==> config.mk <==
export PLATFORM = sky130hd
export DESIGN_NAME = sync_crc16_frame_receiver
export DESIGN_NICKNAME = d
export VERILOG_FILES = /design/src/rtl/sc16_pkg.sv /design/src/rtl/sync_crc16_frame_receiver.sv /design/src/rtl/sc16_cfg_regs.sv /design/src/rtl/sc16_frame_engine.sv
export SDC_FILE = /design/constraint.sdc
export NUM_CORES = 1
export LEC_CHECK = 0
export BUFFER_PORTS_ARGS = -buffer_cell sky130_fd_sc_hd__buf_2
export CAP_MARGIN = 30
export CORE_UTILIZATION = 60
export DETAILED_ROUTE_END_ITERATION = 16
export GPL_TIMING_DRIVEN = 0
export PLACE_DENSITY_LB_ADDON = 0.25
export SYNTH_ARGS = -nofsm -noshare
export SYNTH_HDL_FRONTEND = slang
export SYNTH_SLANG_ARGS = --single-unit
==> constraint.sdc <==
create_clock -name aclk -period 8.3 [get_ports aclk]
set_input_delay 0.415 -clock aclk [delete_from_list [all_inputs] [get_ports aclk]]
set_output_delay 0.415 -clock aclk [all_outputs]
set_load 0.01 [all_outputs]
==> src/rtl/sc16_pkg.sv <==
// Shared types, constants and the CRC-16/CCITT-FALSE byte update for the frame receiver.
package sc16_pkg;

    // Configuration port geometry.
    localparam int CFG_IDX_W  = 3;
    localparam int CFG_DATA_W = 16;

    // Configuration register indexes.
    localparam logic [CFG_IDX_W-1:0] REG_SYNC_WORD        = 3'd0;
    localparam logic [CFG_IDX_W-1:0] REG_COMMAND_TYPE     = 3'd1;
    localparam logic [CFG_IDX_W-1:0] REG_GAINS_TYPE       = 3'd2;
    localparam logic [CFG_IDX_W-1:0] REG_PROTOCOL_VERSION = 3'd3;
    localparam logic [CFG_IDX_W-1:0] REG_COMMAND_LENGTH   = 3'd4;
    localparam logic [CFG_IDX_W-1:0] REG_GAINS_LENGTH     = 3'd5;

    // CRC-16/CCITT-FALSE: no reflection, no final xor.
    localparam logic [15:0] CRC_INIT = 16'hFFFF;
    localparam logic [15:0] CRC_POLY = 16'h1021;

    // Shortest legal frame: two sync bytes, type, version, two CRC bytes.
    localparam logic [8:0] MIN_FRAME_LEN = 9'd6;

    typedef enum logic [2:0] {
        ST_IGNORED     = 3'd0,
        ST_STORED      = 3'd1,
        ST_CMD_OK      = 3'd2,
        ST_GAINS_OK    = 3'd3,
        ST_BAD_CRC     = 3'd4,
        ST_BAD_VERSION = 3'd5,
        ST_ABANDONED   = 3'd6
    } status_t;

    typedef struct packed {
        logic [15:0] sync_word;
        logic [7:0]  command_type;
        logic [7:0]  gains_type;
        logic [7:0]  protocol_version;
        logic [8:0]  command_length;
        logic [8:0]  gains_length;
    } cfg_t;

    typedef struct packed {
        status_t     status;
        logic [7:0]  byte_value;
        logic [7:0]  byte_index;
        logic        restart_sync;
        logic [31:0] commands_accepted;
        logic [31:0] gains_accepted;
    } result_t;

    // One byte through the CRC, MSB first.
    function automatic logic [15:0] crc16_byte(input logic [15:0] crc, input logic [7:0] b);
        logic [15:0] c;
        c = crc ^ {b, 8'h00};
        for (int k = 0; k < 8; k++) begin
            c = c[15] ? ((c << 1) ^ CRC_POLY) : (c << 1);
        end
        return c;
    endfunction

endpackage

==> src/rtl/sync_crc16_frame_receiver.sv <==
// Top level of the sync-word framed byte receiver with CRC-16/CCITT-FALSE check.
//
//  Channel  Direction  Handshake         Payload
//  s_       in         s_valid/s_ready   s_rx_byte
//  m_       out        m_valid/m_ready   m_status, m_byte_value, m_byte_index,
//                                        m_restart_sync, m_commands_accepted,
//                                        m_gains_accepted
//  cfg_     in         cfg_wr_en         cfg_wr_index, cfg_wr_data
//
// One byte is taken every cycle while the input side is not stalled. Its transfer
// loads the input register, and the result register takes the byte's result once
// it has room, from where the result leaves on its own transfer.
// The CRC byte update and the frame compare sit between those two registers.
// Reset (synchronous, active low) empties both registers, returns the receiver to
// hunting for the sync word and loads the register defaults.
// When the result register is stalled the input register still takes one more
// byte, so the input side only stalls once both registers hold data.
module sync_crc16_frame_receiver #(
    parameter int MAX_FRAME = 256
) (
    input  logic                            aclk,
    input  logic                            aresetn,
    input  logic                            s_valid,
    output logic                            s_ready,
    input  logic [7:0]                      s_rx_byte,
    output logic                            m_valid,
    input  logic                            m_ready,
    output logic [2:0]                      m_status,
    output logic [7:0]                      m_byte_value,
    output logic [7:0]                      m_byte_index,
    output logic                            m_restart_sync,
    output logic [31:0]                     m_commands_accepted,
    output logic [31:0]                     m_gains_accepted,
    input  logic                            cfg_wr_en,
    input  logic [sc16_pkg::CFG_IDX_W-1:0]  cfg_wr_index,
    input  logic [sc16_pkg::CFG_DATA_W-1:0] cfg_wr_data
);
    import sc16_pkg::*;

    cfg_t    cfg;
    result_t result;

    logic       in_valid_reg, in_valid_next;
    logic [7:0] in_byte_reg, in_byte_next;
    logic       out_valid_reg, out_valid_next;
    result_t    out_reg, out_next;

    logic advance;
    logic step;
    logic s_fire;

    sc16_cfg_regs u_cfg (
        .aclk     (aclk),
        .aresetn  (aresetn),
        .wr_en    (cfg_wr_en),
        .wr_index (cfg_wr_index),
        .wr_data  (cfg_wr_data),
        .cfg      (cfg)
    );

    sc16_frame_engine #(
        .MAX_FRAME (MAX_FRAME)
    ) u_engine (
        .aclk    (aclk),
        .aresetn (aresetn),
        .step    (step),
        .rx_byte (in_byte_reg),
        .cfg     (cfg),
        .result  (result)
    );

    // The result register can take a new result when it is empty or is being
    // emptied by a transfer this cycle.
    assign advance = !out_valid_reg || m_ready;
    // The byte in the input register is processed, and the frame state moves
    // on, only when its result has somewhere to go.
    assign step    = in_valid_reg && advance;
    assign s_ready = !in_valid_reg || advance;
    assign s_fire  = s_valid && s_ready;

    always_comb begin
        in_valid_next  = in_valid_reg;
        in_byte_next   = in_byte_reg;
        out_valid_next = out_valid_reg;
        out_next       = out_reg;
        if (s_fire) begin
            in_valid_next = 1'b1;
            in_byte_next  = s_rx_byte;
        end else if (advance) begin
            in_valid_next = 1'b0;
        end
        if (advance) begin
            out_valid_next = in_valid_reg;
            out_next       = result;
        end
    end

    always_ff @(posedge aclk) begin
        if (!aresetn) begin
            in_valid_reg  <= 1'b0;
            out_valid_reg <= 1'b0;
        end else begin
            in_valid_reg  <= in_valid_next;
            out_valid_reg <= out_valid_next;
        end
    end

    // Payload registers carry no reset; the valid flags guard them.
    always_ff @(posedge aclk) begin
        in_byte_reg <= in_byte_next;
        out_reg     <= out_next;
    end

    assign m_valid             = out_valid_reg;
    assign m_status            = out_reg.status;
    assign m_byte_value        = out_reg.byte_value;
    assign m_byte_index        = out_reg.byte_index;
    assign m_restart_sync      = out_reg.restart_sync;
    assign m_commands_accepted = out_reg.commands_accepted;
    assign m_gains_accepted    = out_reg.gains_accepted;

endmodule

==> src/rtl/sc16_cfg_regs.sv <==
// Configuration register file of the frame receiver.
module sc16_cfg_regs (
    input  logic                            aclk,
    input  logic                            aresetn,
    input  logic                            wr_en,
    input  logic [sc16_pkg::CFG_IDX_W-1:0]  wr_index,
    input  logic [sc16_pkg::CFG_DATA_W-1:0] wr_data,
    output sc16_pkg::cfg_t                  cfg
);
    import sc16_pkg::*;

    cfg_t cfg_reg;
    cfg_t cfg_next;

    always_comb begin
        cfg_next = cfg_reg;
        if (wr_en) begin
            case (wr_index)
                REG_SYNC_WORD:        cfg_next.sync_word        = wr_data;
                REG_COMMAND_TYPE:     cfg_next.command_type     = wr_data[7:0];
                REG_GAINS_TYPE:       cfg_next.gains_type       = wr_data[7:0];
                REG_PROTOCOL_VERSION: cfg_next.protocol_version = wr_data[7:0];
                REG_COMMAND_LENGTH:   cfg_next.command_length   = wr_data[8:0];
                REG_GAINS_LENGTH:     cfg_next.gains_length     = wr_data[8:0];
                default:              cfg_next = cfg_reg;
            endcase
        end
    end

    always_ff @(posedge aclk) begin
        if (!aresetn) begin
            cfg_reg.sync_word        <= '0;
            cfg_reg.command_type     <= '0;
            cfg_reg.gains_type       <= '0;
            cfg_reg.protocol_version <= '0;
            cfg_reg.command_length   <= MIN_FRAME_LEN;
            cfg_reg.gains_length     <= MIN_FRAME_LEN;
        end else begin
            cfg_reg <= cfg_next;
        end
    end

    assign cfg = cfg_reg;

endmodule

==> src/rtl/sc16_frame_engine.sv <==
// Frame state, CRC accumulation and per-byte verdict of the frame receiver.
module sc16_frame_engine #(
    parameter int MAX_FRAME = 256
) (
    input  logic              aclk,
    input  logic              aresetn,
    input  logic              step,
    input  logic [7:0]        rx_byte,
    input  sc16_pkg::cfg_t    cfg,
    output sc16_pkg::result_t result
);
    import sc16_pkg::*;

    // The length register is nine bits wide, so the clamp never exceeds 511.
    localparam int LEN_MAX = (MAX_FRAME < 511) ? MAX_FRAME : 511;
    localparam int CNT_W   = $clog2(LEN_MAX + 1);

    function automatic logic [CNT_W-1:0] clamp_len(input logic [8:0] v);
        if (v < MIN_FRAME_LEN) begin
            return CNT_W'(MIN_FRAME_LEN);
        end
        if (int'(v) > LEN_MAX) begin
            return CNT_W'(LEN_MAX);
        end
        return CNT_W'(v);
    endfunction

    logic [CNT_W-1:0] count_reg, count_next;
    logic [CNT_W-1:0] len_reg, len_next;
    logic [15:0]      crc_reg, crc_next;
    logic             is_gains_reg, is_gains_next;
    logic             ver_good_reg, ver_good_next;
    logic [7:0]       crc_low_reg, crc_low_next;
    logic [31:0]      cmd_cnt_reg, cmd_cnt_next;
    logic [31:0]      gains_cnt_reg, gains_cnt_next;

    logic             abandon;
    logic [CNT_W:0]   pos_plus2;
    logic [CNT_W:0]   len_ext;
    logic [CNT_W-1:0] count_inc;
    logic [15:0]      crc_rx;
    status_t          status;
    logic [7:0]       idx;
    logic             restart;

    always_comb begin
        count_next     = count_reg;
        len_next       = len_reg;
        crc_next       = crc_reg;
        is_gains_next  = is_gains_reg;
        ver_good_next  = ver_good_reg;
        crc_low_next   = crc_low_reg;
        cmd_cnt_next   = cmd_cnt_reg;
        gains_cnt_next = gains_cnt_reg;
        status         = ST_IGNORED;
        idx            = '0;
        restart        = 1'b0;
        abandon        = 1'b0;
        pos_plus2      = {1'b0, count_reg} + (CNT_W+1)'(2);
        len_ext        = {1'b0, len_reg};
        count_inc      = count_reg + CNT_W'(1);
        crc_rx         = {rx_byte, crc_low_reg};

        if (count_reg == CNT_W'(0)) begin
            if (rx_byte == cfg.sync_word[7:0]) begin
                crc_next   = crc16_byte(CRC_INIT, rx_byte);
                count_next = CNT_W'(1);
                status     = ST_STORED;
            end
        end else if (count_reg == CNT_W'(1)) begin
            idx = 8'd1;
            if (rx_byte == cfg.sync_word[15:8]) begin
                crc_next   = crc16_byte(crc_reg, rx_byte);
                count_next = CNT_W'(2);
                status     = ST_STORED;
            end else begin
                abandon = 1'b1;
            end
        end else if (count_reg == CNT_W'(2)) begin
            idx = 8'd2;
            if (rx_byte == cfg.command_type || rx_byte == cfg.gains_type) begin
                // The command type wins when both types are equal.
                is_gains_next = (rx_byte != cfg.command_type);
                len_next      = (rx_byte == cfg.command_type) ?
                                clamp_len(cfg.command_length) :
                                clamp_len(cfg.gains_length);
                crc_next      = crc16_byte(crc_reg, rx_byte);
                count_next    = CNT_W'(3);
                status        = ST_STORED;
            end else begin
                abandon = 1'b1;
            end
        end else begin
            idx    = 8'(count_reg);
            status = ST_STORED;
            if (count_reg == CNT_W'(3)) begin
                ver_good_next = (rx_byte == cfg.protocol_version);
            end
            if (pos_plus2 < len_ext) begin
                crc_next = crc16_byte(crc_reg, rx_byte);
            end else if (pos_plus2 == len_ext) begin
                crc_low_next = rx_byte;
            end
            count_next = count_inc;
            if (count_inc >= len_reg) begin
                if (crc_rx != crc_reg) begin
                    status = ST_BAD_CRC;
                end else if (!ver_good_reg) begin
                    status = ST_BAD_VERSION;
                end else if (is_gains_reg) begin
                    gains_cnt_next = gains_cnt_reg + 32'd1;
                    status         = ST_GAINS_OK;
                end else begin
                    cmd_cnt_next = cmd_cnt_reg + 32'd1;
                    status       = ST_CMD_OK;
                end
                count_next    = '0;
                len_next      = '0;
                crc_next      = CRC_INIT;
                is_gains_next = 1'b0;
                ver_good_next = 1'b0;
                crc_low_next  = '0;
            end
        end

        if (abandon) begin
            status        = ST_ABANDONED;
            count_next    = '0;
            len_next      = '0;
            crc_next      = CRC_INIT;
            is_gains_next = 1'b0;
            ver_good_next = 1'b0;
            crc_low_next  = '0;
            if (rx_byte == cfg.sync_word[7:0]) begin
                crc_next   = crc16_byte(CRC_INIT, rx_byte);
                count_next = CNT_W'(1);
                restart    = 1'b1;
                idx        = '0;
            end
        end
    end

    always_ff @(posedge aclk) begin
        if (!aresetn) begin
            count_reg     <= '0;
            len_reg       <= '0;
            crc_reg       <= CRC_INIT;
            is_gains_reg  <= 1'b0;
            ver_good_reg  <= 1'b0;
            crc_low_reg   <= '0;
            cmd_cnt_reg   <= '0;
            gains_cnt_reg <= '0;
        end else if (step) begin
            count_reg     <= count_next;
            len_reg       <= len_next;
            crc_reg       <= crc_next;
            is_gains_reg  <= is_gains_next;
            ver_good_reg  <= ver_good_next;
            crc_low_reg   <= crc_low_next;
            cmd_cnt_reg   <= cmd_cnt_next;
            gains_cnt_reg <= gains_cnt_next;
        end
    end

    assign result.status            = status;
    assign result.byte_value        = rx_byte;
    assign result.byte_index        = idx;
    assign result.restart_sync      = restart;
    assign result.commands_accepted = cmd_cnt_next;
    assign result.gains_accepted    = gains_cnt_next;

endmodule

=== Word-level counts from Yosys, hierarchy flattened ===
Index checks and enable logic that the tools add are counted.

* Input bits: 32
* Logic and storage cells: 228
* Register bits: 260
* Output and inout bits: 86

* Equality and inequality tests: 24
* Bitwise operators: 18
* Mux-type cells: 128
* Reduce and logical (&&, ||, !) cells: 25
* Magnitude comparators: 6
* Add/sub/neg operators: 4

{| class="wikitable"
|+ Operator list
! operator !! number
|-
| $mux W32 || 14
|-
| $mux W13 || 16
|-
| $mux W9 || 23
|-
| $mux W16 || 10
|-
| $mux W8 || 12
|-
| $add A32 B1 Y32 const B || 2
|-
| $not A3 Y3 || 16
|-
| $mux W1 || 47
|-
| $eq A8 B8 Y1 || 5
|-
| $eq A9 B2 Y1 const B || 2
|-
| $gt A9 B9 Y1 const B || 2
|-
| $lt A9 B3 Y1 const B || 2
|-
| $mux W3 || 6
|-
| $ne A16 B16 Y1 || 1
|-
| $not A16 Y16 || 1
|-
| $xor A16 B16 Y16 || 1
|-
| $reduce_and A5 Y1 || 3
|-
| $reduce_and A2 Y1 || 6
|-
| $add A9 B2 Y10 const B || 1
|-
| $eq A10 B9 Y1 || 1
|-
| $lt A10 B9 Y1 || 1
|-
| $add A9 B1 Y9 const B || 1
|-
| $eq A9 B1 Y1 const B || 1
|-
| $ge A9 B9 Y1 || 1
|-
| 18 further kinds || 30
|}

=== Logic depth before layout (Yosys ltp) ===
Gate-level depths: netlist of the first run.

* Depth after elaboration: 23
* Gate-level depth with buffers: 16
* Mapped depth without buffers: 12

=== By module ===
From an unflattened synthesis of the first run, not the netlist that was laid out.

* Cell total of the unflattened synthesis: 1382
* Area total of the unflattened synthesis: 13309.0 um^2

{| class="wikitable"
|+ By module, submodules not included
! module !! cells each !! area an instance (um^2) !! instances !! seq. area each (um^2)
|-
| sc16_frame_engine || 1067 || 8242.9 || 1 || 2162.1
|-
| sync_crc16_frame_receiver || 102 || 2862.7 || 1 || 2802.7
|-
| sc16_cfg_regs || 213 || 2203.4 || 1 || 1161.1
|}

=== Least setup slack after synthesis of the first run ===
OpenSTA, ideal clock, no wires.

* Path type: flip-flop to flip-flop
* From: reg out_valid_reg, in the netlist m_valid
* To: reg u_engine.cmd_cnt_reg[25]
* Setup time: 0.070 ns
* Data required time: 8.230 ns
* Cell stages (with the launch flop): 8
* Path buffers: 1
* Clock period less this slack: 3.761 ns
* Path slack: 4.539 ns
* Data arrival time: 3.691 ns
* Path through: dfxtp_1 > nor2b_1 > inv_1 > nand2_1 > or4_1 > buf_2 > or3_1 > a21oi_1

* Cells in the longest elaborated chain, start to end: 3

{| class="wikitable"
|+ RTL lines
! element !! line !! RTL
|-
| from (decl) || sync_crc16_frame_receiver.sv:45 || <nowiki>logic out_valid_reg, out_valid_next;</nowiki>
|-
| from (signal assigned) || sync_crc16_frame_receiver.sv:104 || <nowiki>out_valid_reg <= out_valid_next;</nowiki>
|-
| $logic_not A1 Y1 || sync_crc16_frame_receiver.sv:74 || <nowiki>assign advance = !out_valid_reg || m_ready;</nowiki>
|-
| $logic_or A1 B1 Y1 || sync_crc16_frame_receiver.sv:74 ||
|-
| named net advance || sync_crc16_frame_receiver.sv:48 || <nowiki>logic advance;</nowiki>
|-
| $logic_and A1 B1 Y1 || sync_crc16_frame_receiver.sv:77 || <nowiki>assign step = in_valid_reg && advance;</nowiki>
|-
| to (signal assigned) || sc16_frame_engine.sv:160 || <nowiki>cmd_cnt_reg <= cmd_cnt_next;</nowiki>
|-
| to (decl) || sc16_frame_engine.sv:34 || <nowiki>logic [31:0] cmd_cnt_reg, cmd_cnt_next;</nowiki>
|}

The timed path passes the listed nets, and every way through them passes these cells.
A chain may end at the register's enable or synchronous reset.

==> impl_metrics.tcl, run 1 <==
set metrics [dict create \
    largest_reg_flops 58 \
    critPathMaxFanout 10 \
    path_clk_slew_ns 0.06 \
    critical-path-top-delay-family "buffers and inverters" \
    fp.dieW_um 148 \
    leakagePower_nw 5.63 \
    syn_inst 1387 \
    criticalPathCategory "reg -> reg" \
    cp-end-kind "register" \
    cp_num_buf_inv 4 \
    grt_pass1_vias 10100 \
    synth-edff-count 92 \
    cts_num_sinks 260 \
    use_met2 0.510 \
    finalSetupViolations 0 \
    use_met3 0.0380 \
    worst_path_max_delay_cell "dfxtp_1" \
    outcome "completed" \
    clk_path_buf_depth 3 \
    final.min_clock_period_ns 4.81 \
    drt_iter0_markers 631 \
    max_stage_delay_ns 0.54 \
    via_per_inst 5.90 \
    post_cts_buffers 0 \
    final_nets 1595 \
    yosys_warnings 0 \
    busiest_layer "met2" \
    startpoint_type "register" \
    cts_tree "done" \
    core_sq_mm 0.0210 \
    synth_ff_type "dfxtp_1" \
    grt_pass1_wl_um 50800 \
    grt_max_degree 55 \
    area_delta_synth_final_pct 14.2 \
    timing.hold.ws_ns 0.0435 \
    drt.antenna.violating_nets 0 \
    path_common_cell "clkbuf_1" \
    fp-row-count 53 \
    first_pass_iters 7 \
    port_buffers 117 \
    cts_hold_buffers 0 \
    vias 10800 \
    dieArea_sq_mm 0.0220 \
    cts-htree-levels 1 \
    drv_slew 0 \
    ys_seq_elements 260 \
    antenna_found_initial 0 \
    async_reset_ff_frac 0 \
    p_per_area_mw_per_mm2 182 \
    syn_area_sq_mm 0.0129 \
    syn_nets 1445 \
    drc_errors 0 \
    grt_setup_unrepaired "false" \
    root_buffer "clkbuf_16" \
    synth_cell_types 65 \
    worst_pin_slew_ns 0.938 \
    hold_path_class "in -> reg" \
    wire_per_inst_um 17.3 \
    gr-total-overflow 0 \
    gp_congestion 0.927 \
    start_util 0.611 \
    worstSkewPairLatency_ns 0.54 \
    required_ns 8.57 \
    cp_data_arrival_time_ns 5.09 \
    max-vdd-ir-drop_mv 0.182 \
    antennaDiodeCount 0 \
    rrSetupSlack_ns 3.49 \
    hold_viol_final 0 \
    crit_chain "ha_1, and3_1, clkbuf_1, nand4_1, xnor2_1, ha_1, nand4_1, a21oi_1, a221o_1, clkbuf_1, and4_1, and2_1, clkbuf_1, clkbuf_1, nand2_1, xnor2_1" \
    io_pins 118 \
    period_share 0.580 \
    syn_area_per_cell_sq_um 9.27 \
    drive_gt1_frac 0.118 \
    grtUsageTotal 0.289 \
    cts_resized 0 \
    fin_skew_ns 0.0115 \
    fmax_mhz 208 \
    cts_buffers 27 \
    dieHeight_um 148 \
    drt-total-wl_um 31700 \
    slew_headroom 0.358 \
    dp_hpwl_um 22500 \
    tns_ns 0 \
    seq_area_frac_synth 0.477 \
    cap_violations 0 \
    use_met1 0.365 \
]
-- cells in the final DEF, fill, tap and decap left out, types with 3 or more instances in the layout --
cell       synthesis  layout
clkinv_2           0       7
o21ai_1            3       3
a22o_1            15      15
nor3_1            30      30
mux2_2             3       3
nand4_1           53      53
or4_1              9       9
a22oi_1            5       5
ha_1              26      26
inv_1             27      26
clkbuf_1          72      79
clkbuf_16          0      27
nor4_1            21      21
buf_2              4     124
o221ai_1           5       5
edfxtp_1          92      92
nor2_1            80      80
nor2b_1            4       4
a21oi_1          121     121
o31ai_1           10      10
nand2b_1          10      10
and2_1            12      12
and3_1            22      22
and4_1            10      10
or3_1             20      20
dfxtp_1          168     168
a21o_1            10      10
a31oi_1            4       4
nand2_1          218     218
and2_0             3       3
o21a_1             3       3
xor2_1            87      87
nand3_1           39      39
o21ai_0           37      37
a21boi_0           5       5
a211oi_1           5       5
xnor2_1          107     107
a221oi_1           3       3
o22ai_1            6       6
-- final cells by class --
type,instances,area (sq um)
plain buffers,79,309
repair buffers,121,628
clock buffers,36,729
fillers,1673,6340
clock inverters,14,126
multi-input cells,1020,6310
inverters,28,108
flip-flops and latches,260,6130
well taps,275,344
-- worst paths after layout --
| kind | depth (start not counted) | endpoint | startpoint |
|---|---|---|---|
| setup / recovery | 16 | m_gains_accepted[15]$_DFFE_PP_ | u_engine.count_reg[1]$_SDFFE_PN0P_ |
| hold / removal | 1 | in_byte_reg[4]$_DFFE_PP_ | s_rx_byte[4] |
| hold reg to reg | 0 | m_byte_value[3]$_DFFE_PP_ | in_byte_reg[3]$_DFFE_PP_ |
| setup reg to reg | 16 | m_gains_accepted[15]$_DFFE_PP_ | u_engine.count_reg[1]$_SDFFE_PN0P_ |
-- synth_stat cells (6+ instances only) --
master	instances	area, sq um
o21ai_0	37	185
nor4_1	21	131
nand2_1	218	818
nand4_1	53	332
o22ai_1	6	37.5
a21o_1	10	75.1
nor3_1	30	150
nand2b_1	10	62.6
a21oi_1	121	606
inv_1	27	101
clkbuf_1	72	270
xnor2_1	107	937
a22o_1	15	131
nor2_1	80	300
ha_1	26	325
dfxtp_1	168	3360
and3_1	22	138
or3_1	20	125
and2_1	12	75.1
nand3_1	39	195
edfxtp_1	92	2760
or4_1	9	67.6
xor2_1	87	762
o31ai_1	10	75.1
and4_1	10	87.6
-- metrics by stage --
step	power [W]	area, sq um	util	worst slack, ns	instances
after global placement	0.00151	13800	0.656	3.14	1779
after CTS	0.00268	14700	0.698	3.55	1833
after global routing	0.00275	14700	0.698	3.28	1833
after floorplan	0.00146	12900	-	4.54	1387
final	0.00267	14700	0.698	3.49	1833
after detailed placement	0.00152	13800	0.658	3.55	1783
-- cells by family after synthesis --
kind of cell,share of synthesized area
and+or+nand+nor,0.210
DFF,0.477
AOI/OAI and AO/OA,0.116
xor gates and xnor gates,0.135
buffers and inverters,0.0322
adders and majority gates,0.0253
muxes,0.00419
-- layer usage --
metal	vias up	wire, um
met5	-	0
met3	70	1900
met4	0	923
li1	5223	-
met1	5154	13400
met2	365	15500
-- power by group --
| group | internal [W] | switching [W] |
|---|---|---|
| Combinational | 0.0000476 | 0.0000938 |
| Clock | 0.000680 | 0.000502 |
| Sequential | 0.00134 | 0.0000108 |
No activity file was read; power rests on OpenSTA's default activity.
==> run 2, diff against run 1 <==
--- a/config.mk
+++ b/config.mk
@@ -5,6 +5,7 @@
 export SDC_FILE = /design/constraint.sdc
 export NUM_CORES = 1
 export LEC_CHECK = 0
+export ABC_AREA = 1
 export BUFFER_PORTS_ARGS = -buffer_cell sky130_fd_sc_hd__buf_2
 export CAP_MARGIN = 30
 export CORE_UTILIZATION = 60
==> constraint.sdc (replaced) <==
create_clock -name aclk -period 5 [get_ports aclk]
set_input_delay 0.25 -clock aclk [delete_from_list [all_inputs] [get_ports aclk]]
set_output_delay 0.25 -clock aclk [all_outputs]
set_load 0.01 [all_outputs]
==> run 2 against run 1 <==
Sequential share of layout area shrank 4.9 points. Clock-buffer cell count is 8 higher. Design area grew 13%. Largest power group unchanged. Synthesized area up 14%.
==> impl_metrics.tcl, run 2 <==
set metrics [dict create \
    worst_path_max_delay_cell "dfxtp_1" \
    worst_pin_slew_ns 0.902 \
    netlist.area_leader.share 0.231 \
    cts_buffers 28 \
    grt_pass1_vias 13100 \
    max_stage_delay_ns 0.51 \
    grtUsageTotal 0.356 \
    synth_ff_type "dfxtp_1" \
    criticalPathCategory "reg -> reg" \
    hold_path_class "in -> reg" \
    crit_start "u_engine.count_reg[2]$_SDFFE_PN0P_" \
    clk_path_buf_depth 3 \
    p_seq_frac 0.484 \
    gr-total-overflow 0 \
    drt-total-wl_um 43800 \
    synth-edff-count 92 \
    syn_area_per_cell_sq_um 7.39 \
    worstRegToRegCells 15 \
    slew_headroom 0.399 \
    outcome "completed" \
    fin_skew_ns 0.0264 \
    vias 14000 \
    hold_viol_final 0 \
    via_per_inst 5.64 \
    startpoint_type "register" \
    p_comb_frac 0.105 \
    path_common_cell "nand2_1" \
    mostFrequentLayoutCells "nand2_1, inv_1, nor2_1" \
    final_common_cell "nand2_1" \
    syn_nets 2032 \
    r2r_start "u_engine.count_reg[2]$_SDFFE_PN0P_" \
    dieHeight_um 158 \
    intPower_w 0.00365 \
    dpl-instance-area_sq_mm 0.0156 \
    port_buffers 116 \
    cts_resized 0 \
    tns_ns 0 \
    grt_pass1_wl_um 68200 \
    first_pass_iters 7 \
    drv_slew 0 \
    grt_max_degree 64 \
    fp.dieW_um 158 \
    fmax_mhz 255 \
    final.min_clock_period_ns 3.93 \
    syn_area_sq_mm 0.0146 \
    period_share 0.786 \
    drc_errors 0 \
    worstSkewPairLatency_ns 0.56 \
    required_ns 5.22 \
    grt_setup_unrepaired "false" \
    max-vdd-ir-drop_mv 0.275 \
    synth.area.top_cells "dfxtp_1, edfxtp_1, nand2_1, nand3_1, inv_1" \
    p_sw_w 0.00128 \
    timing.hold.ws_ns 0.0397 \
    yosysMostFrequentCell "nand2_1" \
    p_per_area_mw_per_mm2 297 \
    ys_top_cells_by_count "nand2_1, inv_1, nor2_1" \
    critPathMaxFanout 10 \
    drt.antenna.violating_nets 0 \
    final_nets 2194 \
    cts_num_sinks 260 \
    seqCellArea_sq_mm 0.00613 \
    synth_largest_area_cell "dfxtp_1" \
    cp_data_arrival_time_ns 4.15 \
    dieArea_sq_mm 0.0249 \
    final_cell_area_sq_mm 0.0166 \
    area_delta_synth_final_pct 14.0 \
    largest_reg_flops 58 \
    seq_area_frac_synth 0.420 \
    cp-end-kind "register" \
    drive_gt1_frac 0.139 \
    yosys_warnings 0 \
    cp-endpoint "m_status[0]$_SDFFCE_PN0P_" \
    fp-row-count 56 \
    path_clk_slew_ns 0.06 \
    crit_chain "ha_1, nand2_1, nor2_1, a21oi_1, o31ai_1, ha_1, nand2_1, nor2_1, nand2_1, clkinv_1, nand2_1, nand2_2, buf_2, clkbuf_1, a41oi_1" \
    syn_inst 1974 \
    antenna_found_initial 0 \
    synth_cell_types 54 \
    wire_per_inst_um 17.7 \
    p_total_w 0.00494 \
    io_pins 118 \
    switching_share 0.260 \
    root_buffer "clkbuf_16" \
    rr_endpoint "m_status[0]$_SDFFCE_PN0P_" \
    antennaDiodeCount 0 \
    async_reset_ff_frac 0 \
    finalSetupViolations 0 \
    gp_congestion 0.962 \
    core_sq_mm 0.0237 \
    cap_violations 0 \
    fillers 2030 \
    cts_tree "done" \
    ys_seq_elements 260 \
    dp_hpwl_um 32000 \
    cts-htree-levels 1 \
    leakagePower_nw 7.67 \
    pwr-share-clk 0.412 \
    multi_input_area_sq_mm 0.00705 \
    rrSetupSlack_ns 1.07 \
    start_util 0.616 \
    drt_iter0_markers 1479 \
]
run 2: changes by cell type in the layout (fill, tap and decap cells not counted), moves of 15 or more:
cell,before,now
dlygate4sd3_1,0,15
xor2_1,87,40
a22o_1,15,0
clkbuf_1,79,54
xnor2_1,107,28
nor2_1,80,218
nand2_2,0,17
o21ai_0,37,109
nand2_1,218,441
inv_1,26,234
and3_1,22,1
or3_1,20,0
nand3_1,39,180
inv_2,1,20
run 2: final cells by class:
type | instances | share of cell area
repair buffers | 132 | 0.0456
clock inverters | 8 | 0.00466
inverters | 265 | 0.0608
multi-input cells | 1374 | 0.424
clock buffers | 44 | 0.0487
flip-flops and latches | 260 | 0.368
well taps | 319 | 0.0240
plain buffers | 75 | 0.0241
run 2: per-layer routing:
| layer | track usage | routed length [um] | vias to the layer above |
|---|---|---|---|
| li1 | - | - | 6751 |
| met1 | 0.480 | 18700 | 6417 |
| met2 | 0.563 | 19500 | 682 |
| met3 | 0.0673 | 4020 | 116 |
| met4 | 0.141 | 1600 | 0 |
| met5 | 0 | 0 | - |
run 2: worst min-delay path by stage:
stage / startpoint / end / slack [ns] / depth (start not counted)
after floorplan: s_rx_byte[0] / in_byte_reg[0]$_DFFE_PP_ / 0.35 / 0
after global placement: s_rx_byte[6] / in_byte_reg[6]$_DFFE_PP_ / 0.43 / 1
after detailed placement: s_rx_byte[6] / in_byte_reg[6]$_DFFE_PP_ / 0.43 / 1
after CTS: cfg_wr_data[1] / u_cfg.cfg[1]$_SDFFE_PN1P_ / 0.01 / 3
after global routing: cfg_wr_data[1] / u_cfg.cfg[43]$_SDFFE_PN0P_ / 0.05 / 3
final: cfg_wr_data[1] / u_cfg.cfg[1]$_SDFFE_PN1P_ / 0.04 / 3
run 2: logic make-up (layout without fill, tap and decap cells):
kind of cell	after synthesis	after routing	share of synthesized area
buffers and inverters	340	524	0.0967
XOR/XNOR	73	73	0.0464
flip-flops	260	260	0.420
AND/OR/NAND/NOR	1018	1018	0.321
AO/OA/AOI/OAI	257	257	0.0938
adder cells (fa/ha/maj)	26	26	0.0223
run 2: timing repair:
item	4_1_cts	5_1_grt
hold buffers	15	0
hold endpoints to repair	15	0
buffers inserted	0	0
run 2: critical path: cells and delay by family, from the launching register on:
| family | cells | cell delay, ns |
|---|---|---|
| DFF | 1 | 0.51 |
| adders and majority gates | 2 | 0.44 |
| AOI/OAI and AO/OA | 3 | 0.79 |
| and+or+nand+nor | 7 | 0.90 |
| buffers and inverters | 3 | 0.97 |
run 2: power by group through the flow:
| stage | Sequential, W | Clock [W] | Combinational, W |
|---|---|---|---|
| 3_3_place_gp | 0.00243 | 0 | 0.000485 |
| 4_1_cts | 0.00238 | 0.00204 | 0.000510 |
| 6_report | 0.00239 | 0.00203 | 0.000517 |
| 3_5_place_dp | 0.00243 | 0 | 0.000498 |
| 2_1_floorplan | 0.00245 | 0 | 0.000288 |
| 5_1_grt | 0.00240 | 0.00212 | 0.000576 |
run 2: through the flow:
step	setup WS, ns	cells	utilization
4_1_cts	1.17	2477	0.702
3_5_place_dp	1.19	2410	0.659
5_1_grt	0.845	2477	0.702
3_3_place_gp	1.21	2409	0.657
2_1_floorplan	2.02	1974	-
6_report	1.07	2477	0.702
==> run 3, diff against run 2 <==
--- a/config.mk
+++ b/config.mk
@@ -5,7 +5,7 @@
 export SDC_FILE = /design/constraint.sdc
 export NUM_CORES = 1
 export LEC_CHECK = 0
-export ABC_AREA = 1
+export ABC_AREA = 0
 export BUFFER_PORTS_ARGS = -buffer_cell sky130_fd_sc_hd__buf_2
 export CAP_MARGIN = 30
 export CORE_UTILIZATION = 60
==> constraint.sdc (replaced) <==
create_clock -name aclk -period 4.1 [get_ports aclk]
set_input_delay 0.205 -clock aclk [delete_from_list [all_inputs] [get_ports aclk]]
set_output_delay 0.205 -clock aclk [all_outputs]
set_load 0.01 [all_outputs]
==> run 3 against run 2 <==
Critical path type unchanged. Clock power grew 18%. Setup slack got worse by 0.94 ns. Cell count is 25% lower. Sequential power is 14% higher. Non-clock buffer count is 13 higher. Core utilization up 0.99 points. Global-route usage is 6.3 points lower. Combinational power shrank 41%. Via count shrank 22%. Register-to-register slack worse by 0.94 ns. Sequential share of layout area up 4.1 points.
==> impl_metrics.tcl, run 3 (synthesis gave the netlist of run 1 again) <==
set metrics [dict create \
    cts_tree "done" \
    dieHeight_um 148 \
    grtUsageTotal 0.293 \
    dp_hpwl_um 22500 \
    antenna_found_initial 0 \
    final_cell_area_sq_mm 0.0150 \
    crit_chain "ha_1, and3_2, nand4_1, xnor2_1, ha_1, nand4_1, a21oi_1, a221o_1, clkbuf_4, and4_1, nand2b_1, or4_1, xnor2_1" \
    grt_pass1_vias 10200 \
    drt-total-wl_um 32300 \
    root_buffer "clkbuf_16" \
    dieArea_sq_mm 0.0220 \
    mostFrequentLayoutCells "nand2_1, dfxtp_1, buf_2" \
    final_nets 1615 \
    cap_violations 0 \
    worst_path_max_delay_cell "or4_1" \
    worstSkewPairLatency_ns 0.54 \
    dpl-instance-area_sq_mm 0.0138 \
    grt_max_degree 55 \
    max-vdd-ir-drop_mv 0.375 \
    leakagePower_nw 5.75 \
    area_delta_synth_final_pct 16.5 \
    hold_path_class "in -> reg" \
    hold_path_startpoint "cfg_wr_data[5]" \
    port_buffers 117 \
    fmax_mhz 252 \
    critical-path-top-delay-family "simple AND/OR/NAND/NOR gates" \
    grt_setup_unrepaired "false" \
    max_stage_delay_ns 0.62 \
    outcome "completed" \
    grt_pass1_wl_um 51500 \
    hold_end "u_cfg.cfg[23]$_SDFFE_PN0P_" \
    cp-end-kind "register" \
    path_clk_slew_ns 0.06 \
    vias 10900 \
    first_pass_iters 5 \
    r2r_start "u_engine.count_reg[1]$_SDFFE_PN0P_" \
    rrSetupSlack_ns 0.13 \
    worstRegToRegCells 13 \
    io_pins 118 \
    final_common_cell "nand2_1" \
    criticalPathCategory "reg -> reg" \
    crit_start "u_engine.count_reg[1]$_SDFFE_PN0P_" \
    min_path_cells 3 \
    cp_num_buf_inv 1 \
    clk_path_buf_depth 3 \
    antennaDiodeCount 0 \
    p_per_area_mw_per_mm2 363 \
    drc_errors 0 \
    largest_reg_flops 58 \
    drt_iter0_markers 665 \
    cp_data_arrival_time_ns 4.25 \
    cts_num_sinks 260 \
    gp_congestion 0.927 \
    slew_headroom 0.413 \
    rr_endpoint "m_commands_accepted[16]$_DFFE_PP_" \
    start_util 0.611 \
    tns_ns 0 \
    core_sq_mm 0.0210 \
    cts_buffers 27 \
    period_share 0.968 \
    via_per_inst 5.91 \
    drv_slew 0 \
    startpoint_type "register" \
    drt.antenna.violating_nets 0 \
    hold_viol_final 0 \
    fin_skew_ns 0.0109 \
    worst_pin_slew_ns 0.878 \
    drive_gt1_frac 0.129 \
    final.min_clock_period_ns 3.97 \
    fp.dieW_um 148 \
    fp-row-count 53 \
    finalSetupViolations 0 \
    gr-total-overflow 0 \
    wire_per_inst_um 17.5 \
    critPathMaxFanout 10 \
    required_ns 4.38 \
    cts-htree-levels 1 \
]
## run 3: changes by cell type in the layout (fill, tap and decap cells not counted), moves of 15 or more
cell / delta
a22o_1: +15
and3_1: +20
inv_1: -208
inv_2: -19
nand2_1: -223
nand2_2: -17
nand3_1: -142
nor2_1: -138
o21ai_0: -72
or3_1: +20
xnor2_1: +79
xor2_1: +47
## run 3: worst register-to-register path: cells and delay by family, from the launching register on
family	cells	cell delay, ns
XOR/XNOR	2	0.36
AO/OA/AOI/OAI	2	0.51
buffers and inverters	1	0.24
AND/OR/NAND/NOR	6	1.58
adder cells (fa/ha/maj)	2	0.58
flip-flops	1	0.44
## run 3: repair_timing
action                                 in CTS  in global routing
hold buffers                               24                  0
buffers inserted                            2                  0
endpoints found under the hold margin      56                  0
pin swaps                                   1                  0
setup endpoints to repair                  89                 78
gates resized for setup                     9                 14
## run 3: metrics by stage
step / power (W) / cells / utilization / setup WS (ns) / hold WS (ns)
after floorplan: 0.00296 / 1387 / - / 0.339 / 0.304
after global placement: 0.00307 / 1779 / 0.656 / -0.945 / 0.382
after detailed placement: 0.00307 / 1783 / 0.658 / -0.647 / 0.383
after CTS: 0.00545 / 1855 / 0.711 / 0.0447 / 0.00272
after global routing: 0.00559 / 1853 / 0.712 / 0.00174 / 0.00736
final: 0.00544 / 1853 / 0.712 / 0.131 / 0.00828
## run 3: how the worst max path moves through the flow
stage | to | slack, ns | cells after the start
final | m_commands_accepted[16]$_DFFE_PP_ | 0.13 | 13
after global routing | m_commands_accepted[16]$_DFFE_PP_ | 0.002 | 13
after CTS | u_engine.crc_reg[1]$_SDFFE_PN1P_ | 0.04 | 13
after detailed placement | m_gains_accepted[14]$_DFFE_PP_ | -0.65 | 16
after global placement | u_engine.crc_reg[9]$_SDFFE_PN1P_ | -0.94 | 8
after floorplan | u_engine.cmd_cnt_reg[25]$_SDFFE_PN0P_ | 0.34 | 7
## run 3: layout make-up
class	count	area (sq um)
Timing Repair Buffer	147	883
Fill cell	1602	6050
Multi-Input combinational cell	1020	6360
Clock inverter	14	126
Clock buffer	36	729
Sequential cell	260	6130
Buffer	73	297
Tap cell	275	344
Inverter	28	108
## run 3: metal layers
layer / vias up / global-route usage / routed length [um]
met5: - / 0 / 0
met4: 0 / 0.105 / 1010
met3: 77 / 0.0383 / 2070
met2: 417 / 0.515 / 15800
met1: 5199 / 0.369 / 13500
li1: 5251 / - / -
## run 3: power by group
| part | internal (W) | switching [W] |
|---|---|---|
| combinational | 0.000111 | 0.000195 |
| sequential | 0.00271 | 0.0000220 |
| clock | 0.00138 | 0.00102 |
| total | 0.00420 | 0.00124 |
